===== config.mk =====
export PLATFORM = sky130hd
export DESIGN_NAME = tofp_queue
export DESIGN_NICKNAME = d
export VERILOG_FILES = /design/src/sv/tofp_pkg.sv /design/src/sv/tofp_queue.sv
export SDC_FILE = /design/constraint.sdc
export NUM_CORES = 1
export LEC_CHECK = 0
export BUFFER_PORTS_ARGS = -buffer_cell sky130_fd_sc_hd__buf_2
export CAP_MARGIN = 20
export CELL_PAD_IN_SITES_DETAIL_PLACEMENT = 0
export CELL_PAD_IN_SITES_GLOBAL_PLACEMENT = 2
export CORE_MARGIN = 8
export CORE_UTILIZATION = 39
export DETAILED_ROUTE_END_ITERATION = 8
export PLACE_DENSITY_LB_ADDON = 0.1
export SETUP_SLACK_MARGIN = 0.4
export SLEW_MARGIN = 0
export SYNTH_ARGS = -nofsm -noshare
export SYNTH_HDL_FRONTEND = slang
export SYNTH_SLANG_ARGS = --single-unit

===== constraint.sdc =====
create_clock -name clk -period 7.74 [get_ports clk]
set_input_delay 0 -clock clk [delete_from_list [all_inputs] [get_ports clk]]
set_output_delay 0 -clock clk [all_outputs]
set_load 0.03 [all_outputs]

===== src/sv/tofp_pkg.sv =====
// Shared types, codes and fade helpers of the tracked object fade table.
`timescale 1ns / 1ps
package tofp_pkg;

    localparam int unsigned MAX_RESULTS = 16;
    localparam int unsigned KCNT_W      = 5;
    localparam logic [16:0] ONE_Q16     = 17'h10000;

    // Result kinds
    localparam logic [2:0] KIND_SNAP     = 3'd0;
    localparam logic [2:0] KIND_RELEASED = 3'd1;
    localparam logic [2:0] KIND_ACTIVE   = 3'd2;
    localparam logic [2:0] KIND_DROPPED  = 3'd3;
    localparam logic [2:0] KIND_EMPTY    = 3'd4;

    // Configuration register indexes
    localparam logic [1:0] REG_FADE_IN  = 2'd0;
    localparam logic [1:0] REG_FADE_OUT = 2'd1;
    localparam logic [1:0] REG_HOLD     = 2'd2;
    localparam logic [1:0] REG_GRACE    = 2'd3;

    typedef enum logic [2:0] {
        OP_FRAME_START = 3'd0,
        OP_OBSERVE     = 3'd1,
        OP_FRAME_END   = 3'd2,
        OP_TICK        = 3'd3,
        OP_SNAPSHOT    = 3'd4,
        OP_SWEEP       = 3'd5,
        OP_ACTIVE      = 3'd6
    } op_t;

    typedef enum logic [3:0] {
        ST_IDLE,
        ST_DIV_IN,
        ST_DIV_OUT,
        ST_DIV_TICK,
        ST_SNAP_RD,
        ST_SNAP_MUL,
        ST_SNAP_ADD,
        ST_SWEEP,
        ST_FLUSH
    } st_t;

    typedef struct packed {
        logic signed [31:0] x;
        logic signed [31:0] y;
        logic signed [31:0] z;
    } pos_t;

    typedef struct packed {
        op_t         op;
        logic [47:0] now_us;
        logic [15:0] samples;
        logic [15:0] id;
        logic [15:0] label;
        pos_t        pos;
        logic [16:0] factor;
    } cmd_t;

    typedef struct packed {
        logic [15:0] fade_in;
        logic [15:0] fade_out;
        logic [31:0] hold_us;
        logic [31:0] grace_us;
    } cfg_t;

    typedef struct packed {
        logic [15:0] id;
        logic [15:0] label;
        pos_t        prev;
        pos_t        cur;
        logic [16:0] fade;
        logic [47:0] last_us;
    } entry_t;

    typedef struct packed {
        logic [2:0]  kind;
        logic [15:0] id;
        logic [15:0] label;
        logic [16:0] fade;
        pos_t        pos;
        logic        is_active;
        logic        last;
    } res_t;

    // Fade in, saturating at one
    function automatic logic [16:0] fade_add(input logic [16:0] a, input logic [16:0] b);
        logic [17:0] s;
        s = {1'b0, a} + {1'b0, b};
        fade_add = (s > {1'b0, ONE_Q16}) ? ONE_Q16 : s[16:0];
    endfunction

    // Fade out, saturating at zero
    function automatic logic [16:0] fade_sub(input logic [16:0] a, input logic [16:0] b);
        fade_sub = (a > b) ? (a - b) : 17'd0;
    endfunction

endpackage


===== src/sv/tofp_queue.sv =====
// Two-entry command queue between the front end and the table engine.
`timescale 1ns / 1ps
module tofp_queue (
    input  logic           clk,
    input  logic           rst_n,
    input  logic           push,
    input  tofp_pkg::cmd_t push_cmd,
    output logic           full,
    output logic           head_valid,
    output tofp_pkg::cmd_t head_cmd,
    input  logic           pop
);
    import tofp_pkg::*;

    cmd_t       slot_reg [2];
    logic       wr_ptr_reg, wr_ptr_next;
    logic       rd_ptr_reg, rd_ptr_next;
    logic [1:0] count_reg, count_next;

    assign full       = (count_reg == 2'd2);
    assign head_valid = (count_reg != 2'd0);
    assign head_cmd   = slot_reg[rd_ptr_reg];

    // Advance pointers and count
    always_comb
    begin
        wr_ptr_next = wr_ptr_reg ^ push;
        rd_ptr_next = rd_ptr_reg ^ pop;
        count_next  = count_reg + {1'b0, push} - {1'b0, pop};
    end

    always_ff @(posedge clk or negedge rst_n)
    begin
        if (!rst_n)
        begin
            wr_ptr_reg <= 1'b0;
            rd_ptr_reg <= 1'b0;
            count_reg  <= 2'd0;
        end
        else
        begin
            wr_ptr_reg <= wr_ptr_next;
            rd_ptr_reg <= rd_ptr_next;
            count_reg  <= count_next;
        end
    end

    // Store the command
    always_ff @(posedge clk)
    begin
        if (push)
        begin
            slot_reg[wr_ptr_reg] <= push_cmd;
        end
    end

endmodule


After elaboration in Yosys (flattened, before gate mapping) --
Memories as Yosys holds them, arrays and structs flattened. Cells that the tools add are included.
Word-level totals: flip-flop bits (word level) 4, bits in writable memories 424, output and inout port bits 214, word-level logic and storage cells 12, memories 1
Operators by class: add/subtract/negate cells 2, equal/unequal tests 1, mux-type cells 2, bitwise logic cells 2, reduce and logical (&&, ||, !) cells 1
Memory list:
- slot_reg | depth 2, width 212, read ports 1, clocked after Yosys merged registers in 0, write ports 1, RTL line tofp_queue.sv:15 | cmd_t slot_reg [2];
Operator list (number):
- adder 2 x 1 -> 2 bit | 1
- == test 2 bit (second input constant) | 1
- two-way mux 1 bit | 2
- nonzero test 2 bit | 1
- subtractor 2 x 1 -> 2 bit | 1
- XOR 1 bit | 2

Logic depth before layout (Yosys ltp) --
word-level depth 2, mapped depth 5, depth with buffers taken out 5

Worst setup path before layout --
OpenSTA, ideal clock, no wires.
path type reg-to-reg, start register wr_ptr_reg, end memory slot_reg[0][0] in the netlist's numbering, enable pin, library setup time 0.600 ns, arrival time 5.306 ns, slack 1.833 ns, cell stages (with the launch flop) 3, path buffers 0, path through dfrtp_1 inv_1 ha_1
RTL lines:
- start, declared | RTL line tofp_queue.sv:16 | logic wr_ptr_reg, wr_ptr_next;
- start signal, assigned | RTL line tofp_queue.sv:42 | wr_ptr_reg <= wr_ptr_next;
- end, declared | RTL line tofp_queue.sv:15
Straight into the memory's write port.

==> impl_table.tex <==
\begin{tabular}{lr}
\hline
Metric & Value \\
\hline
\multicolumn{2}{l}{\textbf{Run status}} \\
\quad Run status & finished, final reports clean \\
\multicolumn{2}{l}{\textbf{Power and ir drop}} \\
\quad Switching share of power & 35.1\% \\
\quad Maximum vdd drop & 0.260 mV \\
\quad Combinational share of power & 37.7\% \\
\quad Net switching power & 2.94 mW \\
\quad Pleak & 8.96 nW \\
\quad Internal power of the cells & 5.44 mW \\
\quad Clock power frac & 23.6\% \\
\quad Power per Cell Area & 374 nW/um2 \\
\quad Flop pwr share & 38.7\% \\
\multicolumn{2}{l}{\textbf{Cells and area}} \\
\quad Layout fillers & 3,355 \\
\quad Number of non-filler instances in the completed layout & 1,923 \\
\quad Combined area of the multi-input logic cells & 3150 um2 \\
\quad \# nets final & 1,572 \\
\quad Signed area change from the synthesized netlist to the final layout & 38.2\% \\
\quad Number of flip-flops under the largest register name & 424 \\
\quad Area occupied by registers & 12,800 um2 \\
\quad Layout cell share with drive strength beyond 1 & 51.3\% \\
\multicolumn{2}{l}{\textbf{Floorplanning}} \\
\quad Starting utilization of the core area & 39.6\% \\
\quad Die height & 220 um \\
\quad Area of the die & 48,400 um2 \\
\quad Number of ports placed on the die boundary & 430 \\
\quad Cell Rows & 74 \\
\quad Floorplan Core Area & 40,900 um2 \\
\quad DIE WIDTH & 220 um \\
\multicolumn{2}{l}{\textbf{Worst setup path}} \\
\quad Nature of the critical path endpoint & output pin \\
\quad Required time of the critical path & 7.74 ns \\
\quad Critical-path cell list & buf\_4, mux2\_2, buf\_2 \\
\quad Critical Path Slowest Stage Cell & dfrtp\_4 \\
\quad CP Launch Type & register \\
\quad Type of the setup path with the least slack & reg -> out \\
\quad Largest stage delay, worst path & 1.06 ns \\
\quad Critical path data arrival time & 3.11 ns \\
\quad Largest fanout on the critical path & 57 \\
\multicolumn{2}{l}{\textbf{Synth}} \\
\quad Net count after synthesis & 896 \\
\quad Post-synthesis cell count & 676 \\
\quad Synthesis-stage register bit count & 428 \\
\quad Warning count from the yosys run & 0 \\
\quad Synth cell types & 12 \\
\quad Sequential area share after synthesis & 79.1\% \\
\quad Post-Syn Area per Cell & 24.0 um2 \\
\quad Syn Std Cell Area & 16,200 um2 \\
\multicolumn{2}{l}{\textbf{Global route}} \\
\quad Overflow left after global routing & 0 \\
\quad Global-route wire length before repair & 56,800 um \\
\quad Initial antenna violation count & 2 \\
\quad Pin count of the biggest net entering global routing & 114 \\
\quad Vias in the first global route & 9,576 \\
\quad Total routing usage reported by global routing & 15.6\% \\
\multicolumn{2}{l}{\textbf{Clock network}} \\
\quad Clock insertion delay at the later pin of the skew report & 0.56 ns \\
\quad Inserted Clock Buffers & 45 \\
\quad CTS Sinks & 428 \\
\quad Maximum buffer depth of the clock tree & 3 \\
\quad Root buffer cell & clkbuf\_16 \\
\quad CTS tree & built \\
\quad Count of buffers added by post-CTS timing repair for setup & 0 \\
\quad Number of levels the H-tree was split into & 2 \\
\quad Worst-path clk slew & 0.06 ns \\
\multicolumn{2}{l}{\textbf{Placed design}} \\
\quad Total placed cells including tap cells & 1,621 \\
\quad Buffers added on ports & 429 \\
\quad Final weighted congestion of routability-driven global placement & 0.721 \\
\quad DP HPWL & 26,100 um \\
\multicolumn{2}{l}{\textbf{Worst hold path}} \\
\quad Class of the most critical hold timing path & in -> reg \\
\multicolumn{2}{l}{\textbf{Flow run}} \\
\quad Number of maximum-capacitance violations & 0 \\
\multicolumn{2}{l}{\textbf{Timing}} \\
\quad Final Critical Period & 3.11 ns \\
\quad Number of failing setup endpoints in the final timing report & 0 \\
\quad Clk\_skew & 0.0127 ns \\
\quad Total negative setup slack & 0 ns \\
\quad Total count of max-transition violations in the final report & 0 \\
\quad RSZ-0062 raised after global routing & false \\
\quad Measured slew at the worst slew-check pin & 1.04 ns \\
\quad Final critical-path share of the clock period & 40.2\% \\
\quad Maximum clock frequency & 322 MHz \\
\quad Headroom to the max-slew limit & 30.5\% \\
\quad Final number of hold-violating endpoints & 0 \\
\multicolumn{2}{l}{\textbf{Route}} \\
\quad Post-DRT Antenna Nets & 0 \\
\quad DR DRC count & 0 \\
\quad Via density & 4.53 \\
\quad Drt wl/cell & 20.4 um \\
\quad Drt initial violations & 438 \\
\quad Count of vias placed by the detailed router & 8,708 \\
\quad Total detailed-routing wirelength & 39,300 um \\
\quad TritonRoute pass-1 iters & 6 \\
\hline
\end{tabular}
Yosys cell counts:
library cell,number,area share [%]
or2_2,1,0.039
buf_2,4,0.12
xor3_1,1,0.15
inv_1,4,0.093
buf_6,20,1.4
mux2_4,170,16
edfxtp_1,424,79
mux2_2,42,2.9
xor2_1,1,0.054
nor2b_1,1,0.039
dfrtp_1,4,0.62
ha_1,4,0.31
cells by family after synthesis:
group	Yosys count	share of synthesized area, %
multiplexers	212	18.7
XOR/XNOR	2	0.201
AND/OR/NAND/NOR	2	0.0772
buffers and inverters	28	1.61
flip-flops	428	79.1
adder cells (fa/ha/maj)	4	0.309
metal layers:
layer / vias to the layer above / track usage, % / part of all wire, %
li1: 4060 / - / -
met1: 4305 / 18.1 / 40
met2: 286 / 26.9 / 50
met3: 57 / 5.29 / 7.7
met4: 0 / 4.88 / 2.2
met5: - / 0 / 0
layout by cell type (no fill, tap or decap):
| cell type | count |
|---|---|
| ha_4 | 2 |
| xor3_1 | 1 |
| clkbuf_16 | 47 |
| nor2b_1 | 1 |
| diode_2 | 4 |
| clkinv_1 | 11 |
| clkbuf_8 | 3 |
| dlygate4sd3_1 | 216 |
| dfrtp_1 | 3 |
| mux2_2 | 42 |
| buf_12 | 1 |
| ha_1 | 2 |
| inv_6 | 1 |
| buf_4 | 7 |
| clkinvlp_4 | 1 |
| clkinv_2 | 6 |
| buf_2 | 429 |
| or2_2 | 1 |
| edfxtp_1 | 424 |
| clkbuf_1 | 13 |
| inv_1 | 4 |
| mux2_4 | 170 |
| xor2_1 | 1 |
| dfrtp_4 | 1 |
through the flow:
step	instance area [um2]	hold WS, ns	utilization (%)	setup WS, ns	power, mW
2_1_floorplan	16200	-0.296	-	1.83	5.70
6_report	22400	0.157	54.8	4.63	8.38
3_3_place_gp	18900	-0.186	46.1	4.82	6.42
5_1_grt	22400	0.127	54.7	4.44	8.76
4_1_cts	22400	0.109	54.7	4.49	8.53
3_5_place_dp	18900	-0.184	46.1	4.84	6.43
path summary, 6_finish.rpt:
kind	from	endpoint	slack [ns]	depth (start not counted)
max in group asynchronous	rst_n	rd_ptr_reg$_DFF_PN0_	7.16	3
worst max-delay path	rd_ptr_reg$_DFF_PN0_	head_cmd[18]	4.63	3
worst min-delay path	push_cmd[61]	slot_reg[0][61]$_DFFE_PP_	0.16	2
min in group asynchronous	rst_n	wr_ptr_reg$_DFF_PN0_	0.38	3
worst max register to register	wr_ptr_reg$_DFF_PN0_	slot_reg[0][63]$_DFFE_PP_	4.91	4
worst min register to register	count_reg[1]$_DFF_PN0_	count_reg[1]$_DFF_PN0_	0.61	1
critical path, delay by kind of cell, from the launching register on:
kind                   cells  cell delay (ns)
buffers and inverters      2             0.99
flip-flops                 1             1.06
multiplexers               1             0.43
what timing repair did:
item                      in CTS  in global routing
hold endpoints to repair     432                  0
hold buffers                 216                  0
gates resized for setup        0                  0
power by group through the flow:
stage	Combinational (mW)	Sequential, mW	Clock, mW
floorplan	2.40	3.30	0
global placement	3.14	3.28	0
detailed placement	3.13	3.30	0
CTS	3.23	3.25	2.04
global route	3.33	3.29	2.13
finish	3.16	3.25	1.97
area by class of cell:
| cell class | count | share of cell area [%] |
|---|---|---|
| inverter | 4 | 0.0670 |
| sequential | 428 | 57.3 |
| tap | 532 | 2.97 |
| antenna | 4 | 0.0447 |
| multi-input combinational | 220 | 14.0 |
| clock inverter | 19 | 0.391 |
| clock buffer | 63 | 5.65 |
| timing repair buffer | 653 | 19.6 |
Power figures use the tool's default switching activity.
