==> config.mk <==
export PLATFORM = sky130hd
export DESIGN_NAME = tofp_front_flat
export DESIGN_NICKNAME = d
export VERILOG_FILES = /design/src/sv/tofp_pkg.sv /design/src/sv/tofp_if.sv /design/src/sv/tofp_front.sv /design/src/flat_wrapper.sv
export SDC_FILE = /design/constraint.sdc
export NUM_CORES = 1
export LEC_CHECK = 0
export BUFFER_PORTS_ARGS = -buffer_cell sky130_fd_sc_hd__buf_2
export CORE_AREA = 2 2 164 166
export DETAILED_ROUTE_END_ITERATION = 6
export DIE_AREA = 0 0 166 168
export SYNTH_ARGS = -nofsm -noshare
export SYNTH_HDL_FRONTEND = slang
export SYNTH_SLANG_ARGS = --single-unit
==> constraint.sdc <==
create_clock -name vclk -period 2.6
set_input_delay 0.26 -clock vclk [all_inputs]
set_output_delay 0.26 -clock vclk [all_outputs]
set_load 0.01 [all_outputs]
==> src/sv/tofp_pkg.sv <==
// Shared types, codes and fade helpers of the tracked object fade table.
`timescale 1ns / 1ps
package tofp_pkg;

    localparam int unsigned MAX_RESULTS = 16;
    localparam int unsigned KCNT_W      = 5;
    localparam logic [16:0] ONE_Q16     = 17'h10000;

    // Result kinds
    localparam logic [2:0] KIND_SNAP     = 3'd0;
    localparam logic [2:0] KIND_RELEASED = 3'd1;
    localparam logic [2:0] KIND_ACTIVE   = 3'd2;
    localparam logic [2:0] KIND_DROPPED  = 3'd3;
    localparam logic [2:0] KIND_EMPTY    = 3'd4;

    // Configuration register indexes
    localparam logic [1:0] REG_FADE_IN  = 2'd0;
    localparam logic [1:0] REG_FADE_OUT = 2'd1;
    localparam logic [1:0] REG_HOLD     = 2'd2;
    localparam logic [1:0] REG_GRACE    = 2'd3;

    typedef enum logic [2:0] {
        OP_FRAME_START = 3'd0,
        OP_OBSERVE     = 3'd1,
        OP_FRAME_END   = 3'd2,
        OP_TICK        = 3'd3,
        OP_SNAPSHOT    = 3'd4,
        OP_SWEEP       = 3'd5,
        OP_ACTIVE      = 3'd6
    } op_t;

    typedef enum logic [3:0] {
        ST_IDLE,
        ST_DIV_IN,
        ST_DIV_OUT,
        ST_DIV_TICK,
        ST_SNAP_RD,
        ST_SNAP_MUL,
        ST_SNAP_ADD,
        ST_SWEEP,
        ST_FLUSH
    } st_t;

    typedef struct packed {
        logic signed [31:0] x;
        logic signed [31:0] y;
        logic signed [31:0] z;
    } pos_t;

    typedef struct packed {
        op_t         op;
        logic [47:0] now_us;
        logic [15:0] samples;
        logic [15:0] id;
        logic [15:0] label;
        pos_t        pos;
        logic [16:0] factor;
    } cmd_t;

    typedef struct packed {
        logic [15:0] fade_in;
        logic [15:0] fade_out;
        logic [31:0] hold_us;
        logic [31:0] grace_us;
    } cfg_t;

    typedef struct packed {
        logic [15:0] id;
        logic [15:0] label;
        pos_t        prev;
        pos_t        cur;
        logic [16:0] fade;
        logic [47:0] last_us;
    } entry_t;

    typedef struct packed {
        logic [2:0]  kind;
        logic [15:0] id;
        logic [15:0] label;
        logic [16:0] fade;
        pos_t        pos;
        logic        is_active;
        logic        last;
    } res_t;

    // Fade in, saturating at one
    function automatic logic [16:0] fade_add(input logic [16:0] a, input logic [16:0] b);
        logic [17:0] s;
        s = {1'b0, a} + {1'b0, b};
        fade_add = (s > {1'b0, ONE_Q16}) ? ONE_Q16 : s[16:0];
    endfunction

    // Fade out, saturating at zero
    function automatic logic [16:0] fade_sub(input logic [16:0] a, input logic [16:0] b);
        fade_sub = (a > b) ? (a - b) : 17'd0;
    endfunction

endpackage

==> src/sv/tofp_if.sv <==
// Item and result channel interfaces of the tracked object fade table.
`timescale 1ns / 1ps
interface tofp_item_if;
    logic               valid;
    logic               ready;
    logic [2:0]         mode;
    logic [47:0]        now_us;
    logic [15:0]        update_samples;
    logic [15:0]        object_id;
    logic [15:0]        object_label;
    logic signed [31:0] pos_x;
    logic signed [31:0] pos_y;
    logic signed [31:0] pos_z;
    logic               position_valid;
    logic [16:0]        interp_factor;

    modport source (
        output valid, mode, now_us, update_samples, object_id, object_label,
               pos_x, pos_y, pos_z, position_valid, interp_factor,
        input  ready
    );
    modport sink (
        input  valid, mode, now_us, update_samples, object_id, object_label,
               pos_x, pos_y, pos_z, position_valid, interp_factor,
        output ready
    );
endinterface


==> src/sv/tofp_front.sv <==
// Front end: accepts items, decodes the mode and drops items that do nothing.
`timescale 1ns / 1ps
module tofp_front (
    tofp_item_if.sink     item,
    input  logic          q_full,
    output logic          push,
    output tofp_pkg::cmd_t cmd
);
    import tofp_pkg::*;

    logic keep;

    // Decode mode; unknown mode and invalid observations are consumed silently
    always_comb
    begin
        cmd.op = OP_FRAME_START;
        keep   = 1'b1;
        unique case (item.mode)
            OP_FRAME_START: cmd.op = OP_FRAME_START;
            OP_OBSERVE:
            begin
                cmd.op = OP_OBSERVE;
                keep   = item.position_valid;
            end
            OP_FRAME_END: cmd.op = OP_FRAME_END;
            OP_TICK:      cmd.op = OP_TICK;
            OP_SNAPSHOT:  cmd.op = OP_SNAPSHOT;
            OP_SWEEP:     cmd.op = OP_SWEEP;
            OP_ACTIVE:    cmd.op = OP_ACTIVE;
            default: keep = 1'b0;
        endcase
    end

    // Carry payload; clamp the blend factor to one
    always_comb
    begin
        cmd.now_us  = item.now_us;
        cmd.samples = item.update_samples;
        cmd.id      = item.object_id;
        cmd.label   = item.object_label;
        cmd.pos.x   = item.pos_x;
        cmd.pos.y   = item.pos_y;
        cmd.pos.z   = item.pos_z;
        cmd.factor  = (item.interp_factor > ONE_Q16) ? ONE_Q16 : item.interp_factor;
    end

    assign item.ready = !q_full;
    assign push       = item.valid && !q_full && keep;

endmodule

==> src/flat_wrapper.sv <==
// flat-port wrapper written by rule: the top's interface ports become plain ports
module tofp_front_flat import tofp_pkg::*;
  (q_full, push, cmd, item_valid, item_mode, item_now_us, item_update_samples, item_object_id, item_object_label, item_pos_x, item_pos_y, item_pos_z, item_position_valid, item_interp_factor, item_ready);
  tofp_item_if item_i ();
  input  logic q_full;
  output logic push;
  output tofp_pkg::cmd_t cmd;
  input wire logic [$bits(item_i.valid)-1:0] item_valid;
  input wire logic [$bits(item_i.mode)-1:0] item_mode;
  input wire logic [$bits(item_i.now_us)-1:0] item_now_us;
  input wire logic [$bits(item_i.update_samples)-1:0] item_update_samples;
  input wire logic [$bits(item_i.object_id)-1:0] item_object_id;
  input wire logic [$bits(item_i.object_label)-1:0] item_object_label;
  input wire logic [$bits(item_i.pos_x)-1:0] item_pos_x;
  input wire logic [$bits(item_i.pos_y)-1:0] item_pos_y;
  input wire logic [$bits(item_i.pos_z)-1:0] item_pos_z;
  input wire logic [$bits(item_i.position_valid)-1:0] item_position_valid;
  input wire logic [$bits(item_i.interp_factor)-1:0] item_interp_factor;
  output wire logic [$bits(item_i.ready)-1:0] item_ready;
  assign item_i.valid = item_valid;
  assign item_i.mode = item_mode;
  assign item_i.now_us = item_now_us;
  assign item_i.update_samples = item_update_samples;
  assign item_i.object_id = item_object_id;
  assign item_i.object_label = item_object_label;
  assign item_i.pos_x = item_pos_x;
  assign item_i.pos_y = item_pos_y;
  assign item_i.pos_z = item_pos_z;
  assign item_i.position_valid = item_position_valid;
  assign item_i.interp_factor = item_interp_factor;
  assign item_ready = item_i.ready;
  tofp_front u_core (.item(item_i), .q_full(q_full), .push(push), .cmd(cmd));
endmodule
# Word-level counts from Yosys, hierarchy flattened

Index checks and enable logic that the tools add are counted.

Register bits: 0
Bits in latches: 0
RAM bits: 0
Memories kept: 0
Bits in read-only memories: 0

Shifts and indexed selects: 0
$mul: 0
Divide/modulo/power cells: 0
Mux-type cells: 3
Reduce and logical (&&, ||, !) cells: 5
Add/sub/neg operators: 0
Magnitude comparators: 1
Bitwise operators: 0
Equal/unequal tests: 6

Operators with widths:

| operator               | count |
|---|---|
| $pmux W3 S6            | 1 |
| $gt A17 B17 Y1 const B | 1 |
| $mux W17               | 1 |
| $eq A3 B3 Y1 const B   | 3 |
| $eq A3 B2 Y1 const B   | 2 |
| $reduce_or A6 Y1       | 1 |
| $eq A3 B1 Y1 const B   | 1 |
| $logic_not A3 Y1       | 1 |
| $logic_and A1 B1 Y1    | 2 |
| $pmux W1 S2            | 1 |
| $logic_not A1 Y1       | 1 |

# Longest topological paths before layout

Gate-level depths: netlist (run 1).

Depth in word-level cells: 4
Depth in mapped cells: 3

# Worst setup path before layout (run 1)

No wires, ideal clock.

Kind: in2out
Start: input port item_interp_factor[6]
End: output port cmd[0] in the netlist's numbering
Arrival time: 1.049 ns
Setup slack: 1.291 ns
Stages on the path: 3
Path through: nor4_2 > a41oi_4 > nor2b_1

RTL lines:

| element         | RTL line           | text |
|---|---|---|
| start, declared | flat_wrapper.sv:18 | `input wire logic [$bits(item_i.interp_factor)-1:0] item_interp_factor;` |
| end, declared   | flat_wrapper.sv:7  | `output tofp_pkg::cmd_t cmd;` |

==> results of run 1 <==
==> critical path, cell delays in order <==
cell     delay, ns
buf_2         0.11
nor4_2        0.45
a41oi_4       0.27
nor2b_1       0.31
buf_2         0.19
==> routing by layer <==
| layer | up-vias | global-route usage (%) | routed length (µm) |
|---|---|---|---|
| li1 | 196 | - | - |
| met1 | 241 | 1.89 | 1060 |
| met2 | 199 | 7.25 | 3120 |
| met3 | 94 | 3.57 | 1450 |
| met4 | 0 | 4.84 | 803 |
| met5 | - | 0 | 0 |
==> final cells by class <==
| class | instances | area share (%) |
|---|---|---|
| inverters | 2 | 0.833 |
| multi-input cells | 28 | 26.8 |
| well taps | 341 | 47.4 |
| repair buffers | 45 | 25.0 |
==> worst paths after layout <==
| path | slack [ns] | to | startpoint | cells after the start |
|---|---|---|---|---|
| setup / recovery | 0.74 | cmd[13] | item_interp_factor[4] | 5 |
| hold / removal | 0.52 | cmd[105] | item_pos_x[24] | 0 |
==> power groups by stage <==
stage               clock network [µW]  registers (µW)  logic [µW]
finish                               0               0        83.8
global route                         0               0        91.9
CTS                                  0               0        87.1
detailed placement                   0               0        86.9
global placement                     0               0        86.1
floorplan                            0               0         336
==> cell families (layout without fill, tap and decap cells) <==
| kind of cell | Yosys count | after routing | synth area share (%) |
|---|---|---|---|
| and+or+nand+nor | 24 | 24 | 11.4 |
| buffers and inverters | 195 | 47 | 85.7 |
| AOI/OAI and AO/OA | 4 | 4 | 2.81 |
==> through the flow <==
stage | setup slack, ns | util, % | cell area, µm²
global route | 0.599 | 3.42 | 901
CTS | 0.634 | 3.42 | 901
global placement | 0.572 | 3.42 | 901
finish | 0.739 | 3.42 | 901
floorplan | 1.29 | - | 1690
detailed placement | 0.641 | 3.42 | 901
==> layout by cell type (no fill, tap or decap) <==
master / count
nor2b_2: 1
o21ai_0: 1
inv_1: 2
nor4_4: 2
nor3_1: 1
and2_1: 1
nor2b_1: 16
a41oi_4: 1
and3_1: 1
nor4_2: 2
a21boi_0: 2
buf_2: 45
==> key figures, run 1 <==
Final layout
  – Inserted Diodes: 0
  – Count of filler cells inserted in the layout: 3140
  – Share of cells above drive strength 1: 68.0%
  – Total number of nets in the final design: 292
  – Area taken by flip-flops and latches: 0 µm²
  – Synthesis-to-finish area growth: -46.8%
  – Multi-input gate area in the final layout: between 200 and 250 µm²
  – Layout sequential cell count: 0
  – CLK BUF: 0
  – Filler-free cell count of the finished design: 416

Logic synthesis
  – Yosys cell types: 13
  – Yosys warns: 0
  – Syn nets: 438
  – Synthesized area: roughly 0.0017 mm²
  – Most instantiated cells after synthesis: buf_4 (192), nor2b_1 (16)
  – Synth area leader: buf_4
  – Library cell with the highest instance count after synthesis: buf_4
  – Part of the Yosys area used for sequential elements: 0%
  – Post-Syn Instances: 223
  – Per-instance average area after synthesis: 7.60 µm²
  – Top area cells in the synthesized netlist: buf_4 (85%), nor2b_1 (5.9%), nor4_4 (2.5%)
  – Area share of the largest cell type after synthesis: 85.1%

Timing
  – WHS: between 0.5 and 0.6 ns
  – Unrepaired setup endpoints after global routing: no
  – Fin. Hold Viols: 0
  – Period utilisation layout: 71.6%
  – Worst Tran Pin Value: 0.443 ns
  – Final period demand of the worst path: 1.86 ns
  – Highest clock rate: 537 MHz
  – Number of setup violations in the final report: 0
  – Max transition margin: 70.2%
  – Number of pins exceeding their max-slew limit in the final report: 0
  – Setup_tns: 0 ns

Setup path
  – Largest fanout of any net on the critical path: 10
  – Arr. time, crit path: approximately 1.6 ns
  – CP Launch Type: primary input
  – Kind of end point of the critical path: primary output
  – Data required time at the worst endpoint: 2.34 ns
  – Path type of the worst setup path: primary input to primary output

Drt
  – DR vias/cell: 1.75
  – Number of DRC violations after detailed routing: 0
  – DRC violation total after the first TritonRoute iteration: 21
  – Remaining antenna violation count after routing: 0
  – Wire length after detailed routing: ~6.4 mm
  – Mean routed wirelength per cell: 15.4 µm
  – First-pass DRT Iterations: 3
  – Via count: 730

Place
  – # port buffers: 45
  – RD Place Congestion: about 0.5
  – Placed cell count: 416

Pwr
  – Combinational group share of total power: 100.0%
  – Power Internal: 36.9 µW
  – Static leakage: 0.000266 µW
  – Clock power share: 0%
  – Power after layout: 83.8 µW
  – NetSw: 46.9 µW
  – Peak supply drop: 0.0251 mV
  – Share of power burned in registers: 0%
  – Switching portion of total power: 56.0%
  – Power density of the placed cells: 93.0 mW/mm²

Flow run
  – Number of violations of the max-capacitance limit: 0

Floorplanning
  – # rows: 60
  – DIE WIDTH: about 170 µm
  – Total Die Area: 0.0279 mm²
  – Boundary Pins: 429
  – Std-Cell Core Area: around 0.026 mm²
  – Initial standard-cell utilization of the core: 6.43%
  – Die span in y: 168 µm

Run status
  – Status: completed

Min path
  – Class of the tightest hold or removal check: primary input to primary output

Global routing
  – Global route total overflow: 0
  – Via count of the first global-routing pass: ~870
  – Global-route wire length before repair: 7.56 mm
  – Pin count of the biggest net entering global routing: 11
  – Overall global routing resource usage: 4.06%
  – Initial antenna violation count: 2

Clock tree
  – Hold Buf Count CTS: 0
  – Post-CTS setup buffer count: 0
  – Post-CTS sizing: 0
Note: power is estimated with default switching activity, not from simulation.
==> run 2: changes to the inputs <==
Settings changed: CORE_AREA 2 2 164 166 to 2 2 167 169, DIE_AREA 0 0 166 168 to 0 0 169 171.
Clock period 2.6 ns to 1.9 ns, I/O delays scaled along.
==> run 2 against run 1 <==
  * Critical path depth stayed put
  * Non-clock buffer count stayed put
  * Global-route usage is 0.11 points higher
  * Count of clock-buffer cells in the layout stayed put
  * Sequential share of layout area stayed put
  * Sequential cell count stayed put
  * Via count is 4.1% higher
  * Total power is 46% higher
  * First-iteration DRC count is 62% higher
  * Critical path type unchanged
  * Critical endpoint unchanged
==> key figures, run 2 (synthesized netlist as in run 1, its figures left out) <==
Global routing
  – Global route total overflow: 0 (unchanged)
  – Via count of the first global-routing pass: 827 (-4.7%)
  – Global-route wire length before repair: 7.67 mm (+1.4%)
  – Pin count of the biggest net entering global routing: 11 (unchanged)
  – Overall global routing resource usage: 4.17% (+0.11 points)
  – Initial antenna violation count: 0 (-2)

Setup path
  – Data required time at the worst endpoint: 1.71 ns (-0.63 ns)
  – Arr. time, crit path: 1.30 ns (-0.30 ns)
  – Kind of end point of the critical path: primary output
  – Largest fanout of any net on the critical path: 10 (unchanged)
  – Endpoint of the worst setup timing path: cmd[13]
  – Critical Path Source: item_interp_factor[6]
  – CP Launch Type: primary input
  – Path type of the worst setup path: primary input to primary output

Timing
  – Number of pins exceeding their max-slew limit in the final report: 0 (unchanged)
  – Period utilisation layout: 78.4%
  – Worst Tran Pin Value: 0.381 ns (-0.0620 ns)
  – Fin. Hold Viols: 0 (unchanged)
  – Number of setup violations in the final report: 0 (unchanged)
  – Highest clock rate: roughly 670 MHz
  – Max transition margin: 74.5% (+4.3 points)
  – Unrepaired setup endpoints after global routing: no
  – Setup_tns: 0 ns (unchanged)
  – Final period demand of the worst path: 1.49 ns
  – WHS: 0.380 ns (-0.140 ns)

Drt
  – Via count: 760 (+4.1%)
  – Top metal layer carrying routed signals: met4
  – Detail Route met3 WL: 2.01 mm (+39%)
  – Wire length after detailed routing: 7.22 mm (+12%)
  – Post-Route M1 WL: 598 µm (-43%)
  – Number of DRC violations after detailed routing: 0 (unchanged)
  – First-pass DRT Iterations: 3 (unchanged)
  – Met2 wire length: 3.56 mm (+14%)
  – Remaining antenna violation count after routing: 0 (unchanged)
  – DR vias/cell: 1.81 (+2.9%)
  – DRC violation total after the first TritonRoute iteration: 34 (+62%)
  – Mean routed wirelength per cell: 17.2 µm (+11%)

Final layout
  – CLK BUF: 0 (unchanged)
  – Layout sequential cell count: 0 (unchanged)
  – Top library cells by usage in the layout, fill and taps aside: buf_2 (45), nor2b_1 (16)
  – Multi-input gate area in the final layout: 241 µm² (unchanged)
  – Area taken by flip-flops and latches: 0 µm² (unchanged)
  – Inserted Diodes: 0 (unchanged)
  – Count of filler cells inserted in the layout: 3262 (+3.9%)
  – Leading cell type in the layout, fill and taps excluded: buf_2
  – Synthesis-to-finish area growth: -46.5%
  – Total number of nets in the final design: 292 (unchanged)
  – Share of cells above drive strength 1: 68.0% (unchanged)

Clock tree
  – Post-CTS setup buffer count: 0 (unchanged)
  – Hold Buf Count CTS: 0 (unchanged)
  – Post-CTS sizing: 0 (unchanged)

Place
  – RD Place Congestion: 0.459 (-9.9%)
  – HPWL after DPL: 6.21 mm
  – # port buffers: 45 (unchanged)

Pwr
  – Static leakage: 0.000266 µW (unchanged)
  – Power density of the placed cells: 135 mW/mm² (+45%)
  – Peak supply drop: 0.0113 mV (-55%)

Flow run
  – Number of violations of the max-capacitance limit: 0 (unchanged)

Floorplanning
  – DIE WIDTH: 169 µm (+1.8%)
  – Total Die Area: 0.0289 mm² (+3.6%)
  – # rows: 61 (+1.7%)
  – Die span in y: 171 µm (+1.8%)
  – Initial standard-cell utilization of the core: 6.20% (-0.23 points)
  – Boundary Pins: 429 (unchanged)
  – Std-Cell Core Area: 0.0273 mm² (+3.7%)

Min path
  – Cell depth of the worst min-delay path: 0 (unchanged)
  – Class of the tightest hold or removal check: primary input to primary output

Run status
  – Status: completed
-- run 2: area by class of cell --
class	instances	area share, %
inverters	2	0.828
repair buffers	45	24.8
multi-input cells	28	26.6
well taps	346	47.7
-- run 2: worst min path at each step --
stage	from	endpoint	slack, ns
after floorplan	item_interp_factor[16]	cmd[11]	0.43
after CTS	item_object_id[9]	cmd[138]	0.38
after global routing	item_pos_y[10]	cmd[59]	0.38
after detailed placement	item_object_id[9]	cmd[138]	0.38
after global placement	item_object_id[9]	cmd[138]	0.38
final	item_object_id[5]	cmd[134]	0.38
-- run 2: per-layer routing --
metal | global-route usage, % | vias up
li1 | - | 198
met1 | 0.625 | 241
met2 | 7.66 | 215
met3 | 4.81 | 106
met4 | 6.24 | 0
met5 | 0 | -
-- run 2: worst max-delay path, cell delays in order --
cell	delay, ns
buf_2	0.11
nor4_2	0.39
a41oi_4	0.26
nor2b_1	0.20
buf_2	0.15
-- run 2: metrics by stage --
stage	util, %	cell area, µm²	cells	total power [µW]	worst slack, ns
2_1_floorplan	-	1690	223	460	0.731
3_3_place_gp	3.32	907	421	122	0.416
3_5_place_dp	3.32	907	421	123	0.367
4_1_cts	3.32	907	421	123	0.388
5_1_grt	3.32	907	421	128	0.381
6_report	3.32	907	421	122	0.410
-- run 2: where the power goes --
group / leakage (µW) / internal (µW) / switching (µW)
clock: 0 / 0 / 0
combinational: 0.000266 / 50.5 / 71.9
sequential: 0 / 0 / 0
total: 0.000266 / 50.5 / 71.9
==> run 3: changes to the inputs <==
Clock period 1.9 ns to 1.4 ns, I/O delays scaled along.
==> run 3 against run 2 <==
  * The run now ends with setup timing left
  * Sequential share of layout area stayed put
  * Setup slack lost 0.42 ns
  * Die area stayed put
  * Non-clock buffer count up 3
  * Combinational power up 53%
  * Total power up 52%
  * Final area grew 8.0%
  * Wire length rose by 5.2%
  * Global-route usage hardly changed
==> key figures, run 3 (synthesized netlist as in run 1, its figures left out) <==
Pwr
  – Power density of the placed cells: 190 mW/mm² (+41%)
  – Power Internal: 78.5 µW (+55%)
  – Static leakage: 0.000292 µW (+10%)
  – Combinational group share of total power: 100.0% (about the same)
  – Peak supply drop: 0.0160 mV (+42%)
  – NetSw: 108 µW (+50%)
  – Share of power burned in registers: 0% (unchanged)
  – Switching portion of total power: 57.9% (-0.78 points)
  – Clock power share: 0% (unchanged)

Timing
  – Fin. Hold Viols: 0 (unchanged)
  – WHS: 0.280 ns (-0.100 ns)
  – Final period demand of the worst path: 1.41 ns
  – Unrepaired setup endpoints after global routing: yes
  – Max transition margin: 72.5% (-2.1 points)
  – Period utilisation layout: 100%
  – Worst Tran Pin Value: 0.410 ns (+0.0292 ns)
  – Highest clock rate: between 700 and 800 MHz
  – Number of pins exceeding their max-slew limit in the final report: 0 (unchanged)
  – Final WS setup: -0.00647 ns (-0.417 ns)
  – Number of setup violations in the final report: 1 (+1)

Floorplanning
  – Std-Cell Core Area: 0.0273 mm² (unchanged)
  – Initial standard-cell utilization of the core: 6.20% (unchanged)
  – # rows: 61 (unchanged)
  – Boundary Pins: 429 (unchanged)
  – Die span in y: 171 µm (unchanged)
  – DIE WIDTH: 169 µm (unchanged)
  – Total Die Area: 0.0289 mm² (unchanged)

Place
  – Setup slack after placement: -0.0259 ns (-0.393 ns)
  – Placed cell area: 907 µm² (unchanged)
  – Placed cell count: 421 (unchanged)
  – # port buffers: 45 (unchanged)
  – RD Place Congestion: 0.459 (about the same)

Min path
  – Cell depth of the worst min-delay path: 0 (unchanged)
  – Class of the tightest hold or removal check: primary input to primary output
  – Hold Startpoint: item_object_id[4]
  – Hold Path Sink: cmd[133]

Setup path
  – Largest fanout of any net on the critical path: 5 (-5)
  – Path type of the worst setup path: primary input to primary output
  – CP Launch Type: primary input
  – Data required time at the worst endpoint: 1.26 ns (-0.45 ns)
  – Kind of end point of the critical path: primary output
  – Arr. time, crit path: 1.27 ns (-0.03 ns)

Final layout
  – CLK BUF: 0 (unchanged)
  – Layout sequential cell count: 0 (unchanged)
  – Multi-input gate area in the final layout: 275 µm² (+14%)
  – Leading cell type in the layout, fill and taps excluded: buf_2
  – Area taken by flip-flops and latches: 0 µm² (unchanged)
  – Filler-free cell count of the finished design: 425 (+0.95%)
  – Area of all placed cells without fillers: 980 µm² (+8.0%)
  – Total number of nets in the final design: 296 (+1.4%)
  – Count of filler cells inserted in the layout: 3255 (-0.21%)
  – Share of cells above drive strength 1: 69.6% (+1.6 points)
  – Inserted Diodes: 0 (unchanged)
  – Top library cells by usage in the layout, fill and taps aside: buf_2 (43), nor2b_1 (16), nor4_4 (4)
  – Synthesis-to-finish area growth: -42.2%

Drt
  – Remaining antenna violation count after routing: 0 (unchanged)
  – Mean routed wirelength per cell: 17.9 µm (+4.2%)
  – Wire length after detailed routing: 7.60 mm (+5.2%)
  – Number of DRC violations after detailed routing: 0 (unchanged)
  – First-pass DRT Iterations: 3 (unchanged)
  – DR vias/cell: 1.88 (+4.0%)
  – DRC violation total after the first TritonRoute iteration: 22 (-35%)
  – Via count: 798 (+5.0%)

Global routing
  – Global-route wire length before repair: 7.73 mm (+0.90%)
  – Initial antenna violation count: 0 (unchanged)
  – Global route total overflow: 0 (unchanged)
  – Via count of the first global-routing pass: 856 (+3.5%)
  – Overall global routing resource usage: 4.19% (+0.015 points)
  – Pin count of the biggest net entering global routing: 11 (unchanged)

Clock tree
  – Hold Buf Count CTS: 0 (unchanged)

Run status
  – Failing checks: setup timing
  – Status: finished, violations left

Flow run
  – Number of violations of the max-capacitance limit: 0 (unchanged)
-- run 3: cell count changes in the layout (fill, tap and decap cells not counted) --
cell / before / now
nor4_4: 2 / 4
buf_4: 0 / 3
buf_6: 0 / 1
nor4_2: 2 / 0
buf_2: 45 / 43
a41oi_2: 0 / 1
buf_8: 0 / 1
-- run 3: per-stage QoR --
| stage | total power [µW] | TNS [ns] | utilization (%) |
|---|---|---|---|
| after floorplan | 624 | 0 | - |
| after global placement | 165 | 0 | 3.32 |
| after detailed placement | 167 | -0.0422 | 3.32 |
| after CTS | 170 | 0 | 3.35 |
| after global routing | 194 | -0.0697 | 3.59 |
| final | 187 | -0.00647 | 3.59 |
-- run 3: worst max-delay path, cell delays in order --
cell and delay (ns):
buf_8 0.10, nor4_4 0.43, a41oi_4 0.24, nor2b_1 0.17, buf_2 0.18
-- run 3: power by group through the flow --
stage / clock (µW) / combinational [µW] / sequential (µW)
floorplan: 0 / 624 / 0
global placement: 0 / 165 / 0
detailed placement: 0 / 167 / 0
CTS: 0 / 170 / 0
global route: 0 / 194 / 0
finish: 0 / 187 / 0
-- run 3: worst max path at each step --
stage,start,end,slack (ns),cells past startpoint
after global placement,item_interp_factor[6],cmd[14],0.01,5
after detailed placement,item_interp_factor[6],cmd[14],-0.03,5
after CTS,item_interp_factor[4],cmd[14],0.01,5
after global routing,item_interp_factor[14],cmd[14],-0.03,5
final,item_interp_factor[14],cmd[14],-0.006,5
after floorplan,item_interp_factor[6],cmd[0],0.33,3
-- run 3: cell type report --
class | count | share of cell area, %
repair buffers | 48 | 26.9
multi-input cells | 29 | 28.1
inverters | 2 | 0.766
well taps | 346 | 44.2
-- run 3: layer usage --
layer	share of wire (%)	GRT usage, %	vias to the layer above
li1	-	-	209
met1	9.4	0.597	274
met2	51	7.73	211
met3	26	4.83	104
met4	14	6.24	0
met5	0	0	-
-- run 3: timing repair --
action | CTS | global route
resized for setup | 1 | 6
buffers inserted | 0 | 3
cloned | 0 | 1
pin swaps | 0 | 5
setup endpoints to repair | 2 | 3
